`src/sv/sip_pkg.sv`:
```
// shared constants and control types for the segment intersection core
`default_nettype none
package sip_pkg;

    // default coordinate width
    localparam int COORD_BITS_DEF = 16;

    // per-request control carried down the divider chain
    typedef struct packed {
        logic hit;
        logic degen;
        logic neg_x;
        logic neg_y;
    } ctl_t;

endpackage
`default_nettype wire

```
`src/sv/sip_cell.sv`:
```
// one divider cell: retires one bit of the scaled offset for x and y
`default_nettype none
module sip_cell #(
    parameter int CB  = sip_pkg::COORD_BITS_DEF,
    parameter int BIT = 0
) (
    input  wire logic          clk,
    input  wire logic          rst_n,
    input  wire logic          en,
    input  wire logic          in_valid,
    input  sip_pkg::ctl_t      in_ctl,
    input  wire logic [2*CB+1:0] in_num,
    input  wire logic [2*CB+1:0] in_den,
    input  wire logic [CB-1:0] in_base_x,
    input  wire logic [CB-1:0] in_base_y,
    input  wire logic [CB:0]   in_mag_x,
    input  wire logic [CB:0]   in_mag_y,
    input  wire logic [CB:0]   in_q_x,
    input  wire logic [CB:0]   in_q_y,
    input  wire logic [2*CB+1:0] in_r_x,
    input  wire logic [2*CB+1:0] in_r_y,
    output logic               out_valid,
    output sip_pkg::ctl_t      out_ctl,
    output logic [2*CB+1:0]    out_num,
    output logic [2*CB+1:0]    out_den,
    output logic [CB-1:0]      out_base_x,
    output logic [CB-1:0]      out_base_y,
    output logic [CB:0]        out_mag_x,
    output logic [CB:0]        out_mag_y,
    output logic [CB:0]        out_q_x,
    output logic [CB:0]        out_q_y,
    output logic [2*CB+1:0]    out_r_x,
    output logic [2*CB+1:0]    out_r_y
);
    localparam int DW = 2*CB + 2;
    localparam int RW = DW + 1;

    logic                 v_reg;
    sip_pkg::ctl_t        ctl_reg;
    logic [DW-1:0]        num_reg, den_reg, rx_reg, ry_reg, rx_next, ry_next;
    logic [CB-1:0]        bx_reg, by_reg;
    logic [CB:0]          mx_reg, my_reg, qx_reg, qy_reg, qx_next, qy_next;

    // shift remainder, subtract, then add numerator on a set bit and subtract
    function automatic logic [RW+CB-1:0] step(input logic [DW-1:0] r, input logic [CB:0] q,
                                             input logic bitv, input logic [DW-1:0] num,
                                             input logic [DW-1:0] den);
        logic [RW-1:0] t;
        logic [CB:0]   qq;
        t  = {r, 1'b0};
        qq = {q[CB-1:0], 1'b0};
        if (t >= {1'b0, den})
        begin
            t  = t - {1'b0, den};
            qq = qq + 1'b1;
        end
        if (bitv)
        begin
            t = t + {1'b0, num};
            if (t >= {1'b0, den})
            begin
                t  = t - {1'b0, den};
                qq = qq + 1'b1;
            end
        end
        return {t[DW-1:0], qq};
    endfunction

    always_comb
    begin
        {rx_next, qx_next} = step(in_r_x, in_q_x, in_mag_x[BIT], in_num, in_den);
        {ry_next, qy_next} = step(in_r_y, in_q_y, in_mag_y[BIT], in_num, in_den);
    end

    always_ff @(posedge clk or negedge rst_n)
    begin
        if (!rst_n)
        begin
            v_reg <= 1'b0;
        end
        else if (en)
        begin
            v_reg <= in_valid;
        end
    end

    always_ff @(posedge clk)
    begin
        if (en)
        begin
            ctl_reg <= in_ctl;
            num_reg <= in_num;
            den_reg <= in_den;
            bx_reg  <= in_base_x;
            by_reg  <= in_base_y;
            mx_reg  <= in_mag_x;
            my_reg  <= in_mag_y;
            qx_reg  <= qx_next;
            qy_reg  <= qy_next;
            rx_reg  <= rx_next;
            ry_reg  <= ry_next;
        end
    end

    assign out_valid  = v_reg;
    assign out_ctl    = ctl_reg;
    assign out_num    = num_reg;
    assign out_den    = den_reg;
    assign out_base_x = bx_reg;
    assign out_base_y = by_reg;
    assign out_mag_x  = mx_reg;
    assign out_mag_y  = my_reg;
    assign out_q_x    = qx_reg;
    assign out_q_y    = qy_reg;
    assign out_r_x    = rx_reg;
    assign out_r_y    = ry_reg;

endmodule
`default_nettype wire

```
`config.mk`:
```
export PLATFORM = sky130hd
export DESIGN_NAME = sip_cell
export DESIGN_NICKNAME = d
export VERILOG_FILES = /design/src/sv/sip_pkg.sv /design/src/sv/sip_cell.sv
export SDC_FILE = /design/constraint.sdc
export NUM_CORES = 1
export LEC_CHECK = 0
export ABC_AREA = 0
export ABC_CLOCK_PERIOD_IN_PS = 940
export BUFFER_PORTS_ARGS = -buffer_cell sky130_fd_sc_hd__buf_2
export CAP_MARGIN = 20
export CELL_PAD_IN_SITES_DETAIL_PLACEMENT = 0
export CELL_PAD_IN_SITES_GLOBAL_PLACEMENT = 1
export CORE_MARGIN = 5
export CORE_UTILIZATION = 43
export CTS_BUF_LIST = sky130_fd_sc_hd__clkbuf_8
export CTS_CLUSTER_SIZE = 25
export DETAILED_ROUTE_END_ITERATION = 7
export PLACE_DENSITY_LB_ADDON = 0.15
export SLEW_MARGIN = 20
export SYNTH_ARGS = -nofsm -noshare
export SYNTH_HDL_FRONTEND = slang
export SYNTH_SLANG_ARGS = --single-unit
export TNS_END_PERCENT = 50
```
`constraint.sdc`:
```
create_clock -name clk -period 0.94 [get_ports clk]
set_clock_uncertainty 0.05 [all_clocks]
set_input_delay 0.047 -clock clk [delete_from_list [all_inputs] [get_ports clk]]
set_output_delay 0.047 -clock clk [all_outputs]
set_load 0.005 [all_outputs]
```
==> out/qor.txt <==
Worst slew margin - 57.4%
routed length per instance - 23.2 um
Worst Hold Path EP - out_q_x[1]
reg-to-reg slack, setup - 0.13 ns
max-slew violations - 0
top cell type's share of synthesized area - 34.4%
Worst-Skew Late Latency - 0.61 ns
pin count of the biggest net entering global routing - 47
Worst Setup End Kind - register
largest area contributor in the netlist - edfxtp_1
CTS tree - built
dpl ws - -6.88 ns
Num CTS Buffers - 41
Tot GR Track Use - 35.9%
WS Path Type - input port to register
largest cells by area after synthesis - edfxtp_1 34%, ha_1 12%, xnor2_1 6.2%
initial antenna violation count - 8
CP max stage cell - or4_4
Fin. Hold Viols - 3
fin nets - 4425
vias per inst - 5.73
crit path DAT - 7.03 ns
vias post-DR - 26.5k
Clock transition at path regs - 0.06 ns
Worst Hold Class - input port to register
Critical Path RT - 1.27 ns
Final setup viols - 359
R2R cell count - 1
Power Density - 2470 nW/um2
Max Fclk - 149 MHz
Buf/Inv on CP - 11
leakage - 17.4 nW
# hold bufs at CTS - 174
startpoint class of the critical path - input port
Horiz. Die Dim - 231 um
final setup margin - -5.76 ns
Synth Register Bits - 241
CP Max Fanout - 8
post-layout minimum cycle time - 6.70 ns
post-synthesis cell area - 21000 um2
final period utilization - 712%
count of cell types in the netlist - 84
Clock Tree Buf Depth - 3
# clock sinks - 241
sequential cell area fraction in the yosys report - 34.5%
status - finished with violations
port buffer count - 482
routability cong. - 1.05
I/O Pins - 485
vias in the first global route - 26.1k
first-pass GRT wire length - 149000 um
Post-Syn Nets - 2721
Worst VDD drop - 1.60 mV
DRC - 0
area grow syn2layout - 81.7%
slew at the pin closest to its max-slew limit - 0.639 ns
worst reg2reg path endpoint - out_valid
num rows - 80
global route total overflow - 0
Yosys Warn Count - 0
RSZ-0062 raised after global routing - true
most common cell after layout, fill and taps aside - buf_4
critical path's largest stage delay - 0.46 ns
share of post-route cells with drive strength above 1 - 51.6%
Final HPWL DP - 77300 um
HP Start - in_q_x[0]
starting density of the core - 43.7%
main flop type after synthesis - edfxtp_1
commonest cells after routing, fill and taps aside - 1007 x buf_4, 476 x buf_2, 240 x edfxtp_1, 184 x a21oi_1, 174 x dlygate4sd3_1
violated checks - hold timing, setup timing
Post-Synthesis Cells - 2265
full die area - 53200 um2
Avg Inst Size Synth - 9.25 um2
Iter 0 DRT Violations - 2215
Design Power - 93.9 mW
Clk Tree Root Cell - clkbuf_8
Max Cap Viol - 0
ys async rst share - 0.415%
worst hold slack - -0.136 ns
drt first pass iters - 5
core box area - 47900 um2
die height - 231 um
cell family with most CP delay - simple AND/OR/NAND/NOR gates
H-tree levels - 2
hold depth - 3
Routed WL - 107000 um
crit-path most repeated cell - buf_4
Post-DRT Antenna Nets - 0
reg2reg start - out_valid
Post-synth EDFFs - 240
[sequential cells by signal, summed over array words and instances, names as in the netlist]
signal	count
out_ctl	4
out_r_x	34
out_mag_y	17
out_base_y	16
out_r_y	34
out_den	34
out_valid	1
out_q_y	17
out_mag_x	17
out_num	34
out_base_x	16
out_q_x	17
[synthesized netlist by cell type (7+ instances only)]
cell and number:
a211oi_1 37, a21o_1 90, a21oi_1 246, a311oi_1 14, a31oi_1 37, and2_1 15
and3_1 27, and4_1 7, buf_2 12, clkbuf_1 69, edfxtp_1 240, ha_1 206
inv_1 85, mux2_2 33, mux2i_1 28, nand2_1 128, nand2b_1 19, nand3_1 90
nand4_1 29, nor2_1 178, nor2b_1 16, nor3_1 43, nor4_1 26, o2111ai_1 7
o211a_1 7, o211ai_1 25, o21a_1 26, o21ai_0 131, o21bai_1 22, o31ai_1 12
or2_2 10, or3_1 12, xnor2_1 148, xor2_1 57
[cell type report]
| class | count | area [um2] |
|---|---|---|
| diodes | 4 | 10.0 |
| clock buffers | 45 | 619 |
| clock inverters | 26 | 161 |
| fillers | 3100 | 9880 |
| inverters | 85 | 354 |
| multi-input cells | 1854 | 15800 |
| flip-flops and latches | 241 | 7230 |
| well taps | 615 | 769 |
| repair buffers | 1745 | 13100 |
| repair inverters | 1 | 6.26 |
[power by group]
part,switching [mW],internal (mW)
logic,34.1,35.1
clock network,4.82,4.93
registers,0.591,14.4
[worst max path at each step]
stage	startpoint	endpoint	slack (ns)	depth (start not counted)
3_5_place_dp	in_den[20]	out_q_y[16]	-6.88	34
4_1_cts	in_den[1]	out_r_y[0]	-5.44	34
2_1_floorplan	in_den[1]	out_q_y[1]	-5.57	34
6_report	in_den[2]	out_q_y[13]	-5.76	35
3_3_place_gp	in_den[27]	out_r_y[29]	-6.73	34
5_1_grt	in_den[10]	out_q_y[13]	-5.90	35
[routing by layer]
metal / vias to the layer above / global-route usage, % / part of all wire, % / wire length (um)
li1: 12100 / - / - / -
met2: 1342 / 61.4 / 47 / 50400
met4: 6 / 20.6 / 7.3 / 7770
met1: 12600 / 42.1 / 38 / 40400
met3: 410 / 7.02 / 7.9 / 8470
met5: - / 0 / 0.031 / 33
[cell families (layout without fill, tap and decap cells)]
family	after synthesis	count (layout)	share of synthesized area (%)
AOI/OAI and AO/OA	748	749	23.0
and+or+nand+nor	625	625	14.5
DFF	241	241	34.5
adders and majority gates	212	212	12.9
xor gates and xnor gates	206	206	8.65
buffers and inverters	171	1902	3.22
muxes	62	62	3.16
other	0	4	0
[stage by stage]
step / TNS [ns] / util, % / instance area [um2] / hold WS [ns] / cells
2_1_floorplan: -538.87 / - / 21300 / -0.299 / 2265
3_3_place_gp: -648.20 / 65.7 / 31500 / -0.228 / 4248
3_5_place_dp: -663.34 / 65.7 / 31500 / -0.226 / 4248
4_1_cts: -606.83 / 73.6 / 35300 / -0.177 / 4539
5_1_grt: -651.04 / 79.4 / 38100 / -0.150 / 4616
6_report: -628.09 / 79.4 / 38100 / -0.136 / 4616
[repair_timing]
item | 4_1_cts | 5_1_grt
pin swaps | 54 | 211
endpoints found under the setup margin | 343 | 381
buffers inserted | 45 | 68
gates resized for setup | 179 | 398
endpoints found under the hold margin | 319 | 4
gates cloned | 3 | 10
No activity file was read; power rests on OpenSTA's default activity.
